`config.mk`:
```
export PLATFORM = sky130hd
export DESIGN_NAME = dsas_ctrl
export DESIGN_NICKNAME = d
export VERILOG_FILES = /design/src/design/dsas_pkg.sv /design/src/design/dsas_ctrl.sv
export SDC_FILE = /design/constraint.sdc
export NUM_CORES = 1
export LEC_CHECK = 0
export ABC_AREA = 1
export BUFFER_PORTS_ARGS = -buffer_cell sky130_fd_sc_hd__buf_4
export CORE_AREA = 2 2 39 41
export DETAILED_ROUTE_END_ITERATION = 6
export DIE_AREA = 0 0 41 43
export PLACE_DENSITY_LB_ADDON = 0.1
export SYNTH_ARGS = -nofsm -noshare
export SYNTH_HDL_FRONTEND = slang
export SYNTH_SLANG_ARGS = --single-unit
```
`constraint.sdc`:
```
create_clock -name aclk -period 2.2 [get_ports aclk]
set_input_delay 0.22 -clock aclk [delete_from_list [all_inputs] [get_ports aclk]]
set_output_delay 0.22 -clock aclk [all_outputs]
set_load 0.005 [all_outputs]
```
`src/design/dsas_pkg.sv`:
```
package dsas_pkg;

    localparam int MAX_LEN_LOG2 = 10;
    localparam int SAMPLE_BITS  = 24;
    localparam int BIN_W        = 10;
    localparam int LEN_W        = BIN_W + 1;
    localparam int STORE_DEPTH  = 1 << MAX_LEN_LOG2;
    localparam int SUM_W        = 40;
    localparam int SQ_W         = 2 * SAMPLE_BITS;
    localparam int AVG_W        = 24;
    localparam int LINES_W      = 16;
    localparam int WIN_W        = 7;
    localparam int LLOG_W       = 4;
    localparam int CFG_IDX_W    = 2;
    localparam int CFG_DATA_W   = 16;
    localparam int ACC_W        = 31;
    localparam int DIV_CNT_W    = 6;

    localparam logic [1:0] CMD_CLEAR = 2'd0;
    localparam logic [1:0] CMD_ACCUM = 2'd1;
    localparam logic [1:0] CMD_READ  = 2'd2;

    localparam logic [CFG_IDX_W-1:0] REG_LEN_LOG2  = 2'd0;
    localparam logic [CFG_IDX_W-1:0] REG_NUM_LINES = 2'd1;
    localparam logic [CFG_IDX_W-1:0] REG_WINDOW    = 2'd2;

    typedef enum logic [3:0] {
        ST_CLEAR,
        ST_IDLE,
        ST_SQ_A,
        ST_SQ_B,
        ST_SQRT,
        ST_ACC_RD,
        ST_ACC_WR,
        ST_RD_START,
        ST_RD_ISSUE,
        ST_RD_DIVST,
        ST_RD_DIV,
        ST_RD_ADD,
        ST_WIN_DIVST,
        ST_WIN_DIV,
        ST_OUT
    } state_t;

    typedef struct packed {
        logic load_item;
        logic clr_start;
        logic clr_step;
        logic sq_a;
        logic sq_b;
        logic sqrt_step;
        logic acc_rd;
        logic acc_wr;
        logic rd_start;
        logic rd_issue;
        logic div_start_sum;
        logic div_start_win;
        logic div_step;
        logic rd_capture;
        logic out_load;
    } dp_cmd_t;

    typedef struct packed {
        logic clr_last;
        logic sqrt_last;
        logic div_last;
        logic win_last;
        logic out_free;
    } dp_status_t;

endpackage

```
`src/design/dsas_ctrl.sv`:
```
module dsas_ctrl
    import dsas_pkg::*;
(
    input  logic       aclk,
    input  logic       aresetn,
    input  logic       s_valid,
    input  logic [1:0] s_command,
    output logic       s_ready,
    input  dp_status_t status,
    output dp_cmd_t    cmd
);

    state_t state_reg, state_next;

    always_ff @(posedge aclk) begin
        if (!aresetn) begin
            state_reg <= ST_CLEAR;
        end else begin
            state_reg <= state_next;
        end
    end

    always_comb begin
        state_next = state_reg;
        cmd        = '0;
        s_ready    = 1'b0;
        case (state_reg)
            ST_CLEAR: begin
                cmd.clr_step = 1'b1;
                if (status.clr_last) begin
                    state_next = ST_IDLE;
                end
            end
            ST_IDLE: begin
                s_ready = 1'b1;
                if (s_valid) begin
                    cmd.load_item = 1'b1;
                    case (s_command)
                        CMD_CLEAR: begin
                            cmd.clr_start = 1'b1;
                            state_next    = ST_CLEAR;
                        end
                        CMD_ACCUM: state_next = ST_SQ_A;
                        CMD_READ:  state_next = ST_RD_START;
                        default:   state_next = ST_IDLE;
                    endcase
                end
            end
            ST_SQ_A: begin
                cmd.sq_a   = 1'b1;
                state_next = ST_SQ_B;
            end
            ST_SQ_B: begin
                cmd.sq_b   = 1'b1;
                state_next = ST_SQRT;
            end
            ST_SQRT: begin
                cmd.sqrt_step = 1'b1;
                if (status.sqrt_last) begin
                    state_next = ST_ACC_RD;
                end
            end
            ST_ACC_RD: begin
                cmd.acc_rd = 1'b1;
                state_next = ST_ACC_WR;
            end
            ST_ACC_WR: begin
                cmd.acc_wr = 1'b1;
                state_next = ST_IDLE;
            end
            ST_RD_START: begin
                cmd.rd_start = 1'b1;
                state_next   = ST_RD_ISSUE;
            end
            ST_RD_ISSUE: begin
                cmd.rd_issue = 1'b1;
                state_next   = ST_RD_DIVST;
            end
            ST_RD_DIVST: begin
                cmd.div_start_sum = 1'b1;
                state_next        = ST_RD_DIV;
            end
            ST_RD_DIV: begin
                cmd.div_step = 1'b1;
                if (status.div_last) begin
                    state_next = ST_RD_ADD;
                end
            end
            ST_RD_ADD: begin
                cmd.rd_capture = 1'b1;
                state_next     = status.win_last ? ST_WIN_DIVST : ST_RD_ISSUE;
            end
            ST_WIN_DIVST: begin
                cmd.div_start_win = 1'b1;
                state_next        = ST_WIN_DIV;
            end
            ST_WIN_DIV: begin
                cmd.div_step = 1'b1;
                if (status.div_last) begin
                    state_next = ST_OUT;
                end
            end
            ST_OUT: begin
                if (status.out_free) begin
                    cmd.out_load = 1'b1;
                    state_next   = ST_IDLE;
                end
            end
            default: state_next = ST_CLEAR;
        endcase
    end

endmodule

```
==> flow_summary.json, run 1 <==
{
  "outcome": "completed",
  "grt_overflow_total": 0,
  "synthArstFlopShare_pct": 0,
  "post-place-ws_ps": 884.1,
  "cts.clk_slew.worst_paths_ps": 30,
  "n_antenna_cell": 0,
  "finalSetupViolCount": 0,
  "fin_tns_setup_ps": 0,
  "io_pins": 26,
  "synth.top_cells.by_area": "nor2_1 20%, dfxtp_1 16%, nand2_1 15%, inv_1 12%, nand3_1 11%",
  "synth_top_area_share_pct": 19.65,
  "clock_skew_ps": 0.4806,
  "met3_usage_pct": 3.141,
  "synth_seq_area_share_pct": 16.12,
  "via_per_inst": 4.577,
  "cts-root-buf": "clkbuf_4",
  "drive_gt1_share_pct": 28.10,
  "h-tree-depth": 1,
  "clock.fmax_mhz": 649.6,
  "cp_max_fo": 6,
  "cts_tree": "built",
  "syn-cell-area_um2": 496.7,
  "die_h_um": 43,
  "largest_register_ffs": 4,
  "dpl.hpwl_um": 1142,
  "die-area_um2": 1763,
  "postSynthCellCount": 93,
  "worstPathArrival_ps": 1320,
  "p_leak_nw": 0.4158,
  "cts_resized": 0,
  "syn_nets": 106,
  "hold_ws_ps": 270.7,
  "crit_path_end_kind": "output pin",
  "drt_first_pass_iters": 4,
  "ys_ff_latch": 4,
  "core_um2": 1384,
  "clk_latency_ps": 230,
  "finalCriticalPeriod_ps": 1539,
  "grt_antenna_before_repair": 0,
  "vdd_drop_max_uv": 438.3,
  "cts_setup_buffers": 0,
  "yosysMostFrequentCell": "nor2_1",
  "final_antenna_net_count": 0,
  "period_share_pct": 69.97,
  "port_buffers": 25,
  "grt_pass1_vias": 586,
  "gp_congestion": 0.8161,
  "cts_hold_buf": 0,
  "finalWorstSetupSlack_ps": 660.6,
  "fin_nets": 136,
  "yosys-top-cells-count": "26 x nor2_1, 20 x nand2_1, 16 x inv_1",
  "hold_viol": 0,
  "grt_max_degree": 8,
  "routedWlPerCell_um": 9.686,
  "slew-limit-headroom_pct": 81.84,
  "grt_pass1_wl_um": 2221,
  "post-route-drc-count": 0,
  "fillers": 152,
  "holdCritPathClass": "in2reg",
  "ys.flop_type": "dfxtp_1",
  "worst_slew_pin_slew_ps": 272.0,
  "dr_total_vias": 627,
  "met1_usage_pct": 22.26,
  "ys_warn_count": 0,
  "rsz0062_at_grt": "no",
  "start_util_pct": 35.90,
  "gr-max-usage-layer": "met2",
  "cts_buffers": 3,
  "timing.max_cap.violations": 0,
  "synth_cell_type_count": 14,
  "synth_area_leader_cell": "nor2_1",
  "num_rows": 14,
  "die_x_um": 41,
  "drt_wl_total_um": 1327,
  "drtIter0Drc": 11,
  "grtUsageMet2_pct": 28.44,
  "clock_sinks": 4,
  "slew_violations": 0,
  "area_growth_pct": 46.35,
  "cp.required_ps": 1980,
  "synth_area_per_cell_um2": 5.341,
  "criticalPathCategory": "reg2out",
  "grtUsageTotal_pct": 18.19,
  "start_kind": "flop",
  "p_per_area_nw_per_um2": 628.9,
  "clock_path_buffers": 2,
  "synth-edff-count": 0
}
-- logic make-up after synthesis --
family	count (synthesis)	share of synthesized area [%]
AOI/OAI and AO/OA	7	10.08
adders and majority gates	3	7.557
DFF	4	16.12
and+or+nand+nor	63	54.15
buffers and inverters	16	12.09
-- worst max-delay path, stage by stage, from the launching register on --
cell,delay [ps]
dfxtp_1,340
inv_1,140
nand2_1,150
nor2_2,180
inv_1,70
nor2_1,90
buf_4,110
-- final cells by class --
cell class	count	area [um^2]	area share, %
Multi-Input combinational cell	73	356.6	49.05
Clock buffer	3	22.52	3.098
Timing Repair Buffer	25	187.7	25.82
Inverter	16	60.06	8.262
Tap cell	16	20.02	2.754
Sequential cell	4	80.08	11.02
-- cell usage in the layout (no fill, tap or decap) --
| cell | netlist | routed |
|---|---|---|
| o21ai_1 | 1 | 1 |
| nor2_2 | 2 | 2 |
| inv_1 | 16 | 16 |
| a21oi_1 | 4 | 4 |
| nor2_4 | 1 | 1 |
| nand3_1 | 11 | 11 |
| dfxtp_1 | 4 | 4 |
| nand2_2 | 2 | 2 |
| nor2_1 | 26 | 26 |
| clkbuf_4 | 0 | 3 |
| o21bai_4 | 1 | 1 |
| nand2_1 | 20 | 20 |
| nor3_1 | 1 | 1 |
| ha_1 | 3 | 3 |
| buf_4 | 0 | 25 |
| o22ai_1 | 1 | 1 |
-- final timing paths --
check	slack [ps]	endpoint	start	cells past startpoint
max reg2reg	870	state_reg[1]	state_reg[0]	7
min	270	state_reg[3]	aresetn	3
max	660	cmd[14]	state_reg[3]	6
min reg2reg	530	state_reg[3]	state_reg[3]	2
-- metrics by stage --
| step | power (W) | cells | instance area, um^2 | util, % |
|---|---|---|---|---|
| after floorplan | 0.0002761 | 93 | 496.7 | - |
| after global placement | 0.0003707 | 134 | 704.4 | 50.90 |
| after detailed placement | 0.0003740 | 134 | 704.4 | 50.90 |
| after CTS | 0.0004641 | 137 | 726.9 | 52.53 |
| after global routing | 0.0004989 | 137 | 726.9 | 52.53 |
| final | 0.0004572 | 137 | 726.9 | 52.53 |
-- where the power goes --
group / internal (W) / leakage [nW] / total, W / switching (W)
logic: 0.000109 / 0.369 / 0.000259 / 0.000149
registers: 0.0000865 / 0.0326 / 0.000113 / 0.0000262
clock network: 0.0000607 / 0.0138 / 0.0000860 / 0.0000252
total: 0.000257 / 0.416 / 0.000457 / 0.000201
-- metal layers --
| layer | part of all wire (%) | vias to the layer above | wire (um) |
|---|---|---|---|
| met1 | 45 | 258 | 594 |
| met3 | 5.2 | 4 | 69 |
| li1 | - | 344 | - |
| met2 | 48 | 21 | 638 |
| met4 | 1.9 | 0 | 25 |
| met5 | 0 | - | 0 |
No activity file was read; power rests on OpenSTA's default activity.
==> inputs of run 2 (changes only) <==
--- a/config.mk
+++ b/config.mk
@@ -5,7 +5,7 @@
 export SDC_FILE = /design/constraint.sdc
 export NUM_CORES = 1
 export LEC_CHECK = 0
-export ABC_AREA = 1
+export ABC_AREA = 0
 export BUFFER_PORTS_ARGS = -buffer_cell sky130_fd_sc_hd__buf_4
 export CORE_AREA = 2 2 39 41
 export DETAILED_ROUTE_END_ITERATION = 6
==> constraint.sdc (replaced) <==
create_clock -name aclk -period 1.4 [get_ports aclk]
set_input_delay 0.14 -clock aclk [delete_from_list [all_inputs] [get_ports aclk]]
set_output_delay 0.14 -clock aclk [all_outputs]
set_load 0.005 [all_outputs]
==> run 2 against run 1 <==
  * The flow now finishes with violations (negative setup slack)
  * Global-route usage is 0.22 points lower
  * Final area is 47% higher
  * Critical path depth is 2 lower
  * Sequential power is 77% higher
  * Register-to-register slack worse by 1100 ps
  * Worst hold slack worse by 110 ps
  * Critical endpoint is now state_reg[1]
  * Cell count is 2.9% lower
  * Highest routed layer unchanged
==> flow_summary.json, run 2 <==
{
  "outcome": "finished with violations",
  "violations": "negative setup slack",
  "holdCritPathClass": "in2reg",
  "fin_tns_setup_ps": -1167,
  "grt_antenna_before_repair": 0,
  "vdd_drop_max_uv": 812.6,
  "ys.flop_type": "dfxtp_1",
  "dp.cells": 117,
  "start_util_pct": 35.08,
  "gp_congestion": 0.7745,
  "grt_pass1_vias": 556,
  "mostFrequentLayoutCell": "buf_4",
  "dr_total_vias": 669,
  "ys_warn_count": 0,
  "synth_area_per_cell_um2": 7.469,
  "met3_usage_pct": 3.665,
  "multiInputGateArea_um2": 449.2,
  "cts_buffers": 3,
  "synth_cell_type_count": 33,
  "die-area_um2": 1763,
  "cts_tree": "built",
  "die_x_um": 41,
  "finalSetupViolCount": 11,
  "start_kind": "flop",
  "grtUsageTotal_pct": 17.97,
  "ys_ff_latch": 4,
  "via_per_inst": 5.030,
  "io_pins": 26,
  "synth-simple-area-share_pct": 36.86,
  "synth_fa_ha_area_share_pct": 7.732,
  "period_share_pct": 114.1,
  "hold_viol": 0,
  "routedWlPerCell_um": 12.53,
  "yosysMostFrequentCell": "nor2_1",
  "worstPathArrival_ps": 1720,
  "p_per_area_nw_per_um2": 1523,
  "synthMuxAreaShare_pct": 2.320,
  "clock_skew_ps": 8.056,
  "final_cell_mix": "37 x buf_4, 17 x buf_6, 6 x inv_1, 5 x nor3_2, 5 x nor2_1",
  "cts-root-buf": "clkbuf_4",
  "synth.top_cells.by_area": "dfxtp_1 16%, nor2_1 8.5%, ha_1 7.7%, nor3_1 5.2%, buf_6 4.6%",
  "finalCriticalPeriod_ps": 1597,
  "synth_top_area_share_pct": 16.49,
  "clock.fmax_mhz": 626.1,
  "port_buffers": 25,
  "criticalPathCategory": "reg2reg",
  "finalWorstSetupSlack_ps": -197.3,
  "final_antenna_net_count": 0,
  "cp.required_ps": 1520,
  "synthArstFlopShare_pct": 0,
  "rrSetupSlack_ps": -200,
  "num_rows": 14,
  "dpl.hpwl_um": 1055,
  "postSynthCellCount": 65,
  "area_growth_pct": 120.6,
  "grtUsageMet2_pct": 28.13,
  "drive_gt1_share_pct": 72.65,
  "synth-xor-area-share_pct": 0,
  "n_antenna_cell": 0,
  "timing.max_cap.violations": 0,
  "met1_usage_pct": 23.47,
  "drt_wl_total_um": 1666,
  "yosys-top-cells-count": "11 x nor2_1, 6 x inv_1, 5 x nand2_1, 5 x nor3_1, 4 x dfxtp_1",
  "syn-cell-area_um2": 485.5,
  "crit_path_end_kind": "flop",
  "synth_seq_area_share_pct": 16.49,
  "clk_latency_ps": 240,
  "drtIter0Drc": 11,
  "cts.clk_slew.worst_paths_ps": 40,
  "grt_overflow_total": 0,
  "grt_max_degree": 9,
  "slew-limit-headroom_pct": 84.51,
  "drt_first_pass_iters": 4,
  "synth_top_family_by_area": "simple AND/OR/NAND/NOR gates",
  "core_um2": 1384,
  "die_h_um": 43,
  "min_from": "aresetn",
  "h-tree-depth": 1,
  "grt_pass1_wl_um": 2228,
  "synth-edff-count": 0,
  "worst_slew_pin_slew_ps": 231.7,
  "min_path_cells": 2,
  "fillers": 91,
  "p_leak_nw": 0.5095,
  "r2r_start": "state_reg[2]",
  "seq_area_um2": 87.58,
  "instances_no_fill": 133,
  "synth_area_leader_cell": "dfxtp_1",
  "clock_path_buffers": 2,
  "post-route-drc-count": 0,
  "reg2reg_depth": 4,
  "cp-startpoint": "state_reg[2]",
  "clock_sinks": 4,
  "rsz0062_at_grt": "yes",
  "cp_max_fo": 5,
  "syn_nets": 78,
  "fin_nets": 132,
  "synth_compound_area_share_pct": 24.23,
  "slew_violations": 0,
  "gr-max-usage-layer": "met2",
  "largest_register_ffs": 4
}
run 2: cell types whose count changed in the layout (fill, tap and decap cells not counted), moves of 3 or more:
| cell | before | now |
|---|---|---|
| nor2_1 | 26 | 5 |
| buf_6 | 0 | 17 |
| nand2_1 | 20 | 3 |
| buf_4 | 25 | 37 |
| nand3_1 | 11 | 0 |
| inv_1 | 16 | 6 |
| nor3_2 | 0 | 5 |
| dfxtp_1 | 4 | 0 |
| a21oi_1 | 4 | 1 |
| dfxtp_2 | 0 | 3 |
run 2: critical path, stage by stage, from the launching register on:
cell     delay, ps
dfxtp_2        340
or4bb_1        500
a21o_1         210
and3_4         190
o221a_1        230
run 2: cells by family after synthesis:
logic type,after synthesis
AOI/OAI and AO/OA,13
adders and majority gates,3
buffers and inverters,11
DFF,4
muxes,1
and+or+nand+nor,33
run 2: final cells by class:
| type | count | area share [%] |
|---|---|---|
| well taps | 16 | 1.869 |
| inverters | 6 | 2.103 |
| multi-input cells | 50 | 41.94 |
| clock buffers | 3 | 2.103 |
| repair buffers | 54 | 43.81 |
| flip-flops and latches | 4 | 8.178 |
run 2: repair_timing:
action | 4_1_cts | 5_1_grt
hold buffers | 0 | 0
setup endpoints to repair | 17 | 17
pin swaps | 8 | 4
setup buffers | 7 | 6
hold endpoints to repair | 0 | 0
resized for setup | 21 | 25
run 2: routing by layer:
layer,up-vias,part of all wire (%)
met1,314,44
li1,337,-
met5,-,0
met2,16,52
met3,2,3.9
met4,0,0.66
run 2: path summary, 6_finish.rpt:
path | end
max | state_reg[1]
min reg2reg | state_reg[0]
max reg2reg | state_reg[1]
min | state_reg[1]
run 2: stage by stage:
stage               instance area (um^2)  total power, W  util [%]  hold slack, ps  worst slack (ps)
global placement                   775.7        0.001015     56.06           407.6            -175.6
global route                        1071        0.001715     77.40           164.5            -225.2
floorplan                          485.5       0.0006462         -           281.9            -234.8
detailed placement                 775.7        0.001010     56.06           411.8            -201.0
CTS                                925.9        0.001404     66.91           162.7            -177.3
finish                              1071        0.001632     77.40           157.2            -197.3
run 2: power breakdown:
part	switching [W]	internal, W	total (W)
Clock	0.0000536	0.0000963	0.000150
Combinational	0.000525	0.000756	0.00128
Sequential	0.0000391	0.000161	0.000200
==> inputs of run 3 (changes only) <==
--- a/config.mk
+++ b/config.mk
@@ -6,7 +6,7 @@
 export NUM_CORES = 1
 export LEC_CHECK = 0
 export ABC_AREA = 0
-export BUFFER_PORTS_ARGS = -buffer_cell sky130_fd_sc_hd__buf_4
+export BUFFER_PORTS_ARGS = -buffer_cell sky130_fd_sc_hd__buf_2
 export CORE_AREA = 2 2 39 41
 export DETAILED_ROUTE_END_ITERATION = 6
 export DIE_AREA = 0 0 41 43
==> run 3 against run 2 <==
  * The run still ends with negative setup slack left
  * Wire length increased by 7.1%
  * First-iteration DRC count grew 45%
  * Via count unchanged
  * Maximum frequency rose by 1.3%
  * Sequential cell count is the same
  * Sequential share of layout area grew 1.2 points
  * Sequential power is 5% lower
  * Final area fell by 13%
  * Clock power down 7%
  * Combinational power fell by 9%
  * Critical path type unchanged
  * Largest cell class is now multi-input combinational cells
==> flow_summary.json, run 3 (same netlist as run 2, synthesis figures left out) <==
{
  "routedWlPerCell_um": 13.73,
  "drt_first_pass_iters": 4,
  "cts.clk_slew.worst_paths_ps": 40,
  "core_um2": 1384,
  "worst_slew_pin_slew_ps": 236.9,
  "finalWorstSetupSlack_ps": -176.5,
  "seq_area_um2": 87.58,
  "die-area_um2": 1763,
  "n_antenna_cell": 0,
  "clock_skew_ps": 1.541,
  "post-place-ws_ps": -213.6,
  "grt_antenna_before_repair": 0,
  "dpl.hpwl_um": 1189,
  "mostFrequentLayoutCell": "buf_2",
  "die_h_um": 43,
  "num_rows": 14,
  "grtUsageTotal_pct": 19.98,
  "die_x_um": 41,
  "grt_pass1_wl_um": 2470,
  "cts-root-buf": "clkbuf_4",
  "criticalPathCategory": "reg2reg",
  "start_util_pct": 35.08,
  "crit_path_end_kind": "flop",
  "vdd_drop_max_uv": 832.8,
  "slew_violations": 0,
  "final_cell_mix": "25 x buf_2, 17 x buf_4, 9 x buf_6",
  "dr_total_vias": 669,
  "clock.fmax_mhz": 634.3,
  "io_pins": 26,
  "final_antenna_net_count": 0,
  "via_per_inst": 5.146,
  "start_kind": "flop",
  "port_buffers": 25,
  "largest_register_ffs": 4,
  "place_area_um2": 735.7,
  "clk_latency_ps": 230,
  "p_per_area_nw_per_um2": 1606,
  "violations": "negative setup slack",
  "fin_nets": 129,
  "fillers": 116,
  "r2r_start": "state_reg[3]",
  "period_share_pct": 112.6,
  "finalCriticalPeriod_ps": 1577,
  "h-tree-depth": 1,
  "gp_congestion": 0.7594,
  "instances_no_fill": 130,
  "dp.cells": 120,
  "holdCritPathClass": "in2reg",
  "p_leak_nw": 0.4793,
  "timing.max_cap.violations": 0,
  "rsz0062_at_grt": "yes",
  "area_growth_pct": 92.53,
  "outcome": "finished with violations",
  "cp_max_fo": 4,
  "drt_wl_total_um": 1785,
  "fin_tns_setup_ps": -738.2,
  "cp.required_ps": 1510,
  "finalInstanceArea_um2": 934.6,
  "clock_path_buffers": 2,
  "post-route-drc-count": 0,
  "grt_pass1_vias": 604,
  "finalSetupViolCount": 11,
  "hold_viol": 0,
  "min_from": "aresetn",
  "multiInputGateArea_um2": 427.9,
  "cts_buffers": 3,
  "clock_sinks": 4,
  "grt_max_degree": 6,
  "drtIter0Drc": 16,
  "worstPathArrival_ps": 1690,
  "drive_gt1_share_pct": 71.05,
  "grt_overflow_total": 0,
  "cp-startpoint": "state_reg[3]",
  "cts_tree": "built",
  "slew-limit-headroom_pct": 84.04
}
## run 3: worst paths after layout
path	endpoint	slack, ps	cells after the start
max	state_reg[1]	-180	5
min	state_reg[1]	170	2
max reg2reg	state_reg[1]	-180	5
min reg2reg	state_reg[0]	690	3
## run 3: cell type report
class | instances | area share (%)
Sequential cell | 4 | 9.371
Clock buffer | 3 | 2.410
Multi-Input combinational cell | 50 | 45.78
Tap cell | 16 | 2.142
Inverter | 6 | 2.410
Timing Repair Buffer | 51 | 37.88
## run 3: timing repair
item | 4_1_cts | 5_1_grt
gates resized for setup | 19 | 16
hold buffers | 0 | 0
buffers inserted | 7 | 0
pin swaps | 13 | 1
endpoints found under the setup margin | 14 | 17
## run 3: per-layer routing
| layer | wire (um) | GRT usage (%) |
|---|---|---|
| met5 | 0 | 0 |
| met4 | 0 | 6.000 |
| met3 | 62 | 2.094 |
| met2 | 1010 | 34.69 |
| met1 | 713 | 24.12 |
## run 3: metrics by stage
stage / power [W] / util [%] / hold WS [ps]
after floorplan: 0.0006462 / - / 281.9
after global placement: 0.001017 / 53.16 / 404.5
after detailed placement: 0.001028 / 53.16 / 413.7
after CTS: 0.001389 / 63.47 / 167.9
after global routing: 0.001593 / 67.54 / 172.9
final: 0.001501 / 67.54 / 168.5
## run 3: critical path: stages, from the launching register on
cell and delay, ps:
dfxtp_2 330, buf_6 110, or3_1 380, o32a_4 240, and3_4 170, o221a_1 230
## run 3: where the power goes
group | internal [W] | switching (W)
clock network | 0.0000956 | 0.0000431
registers | 0.000161 | 0.0000283
logic | 0.000652 | 0.000521
total | 0.000909 | 0.000592
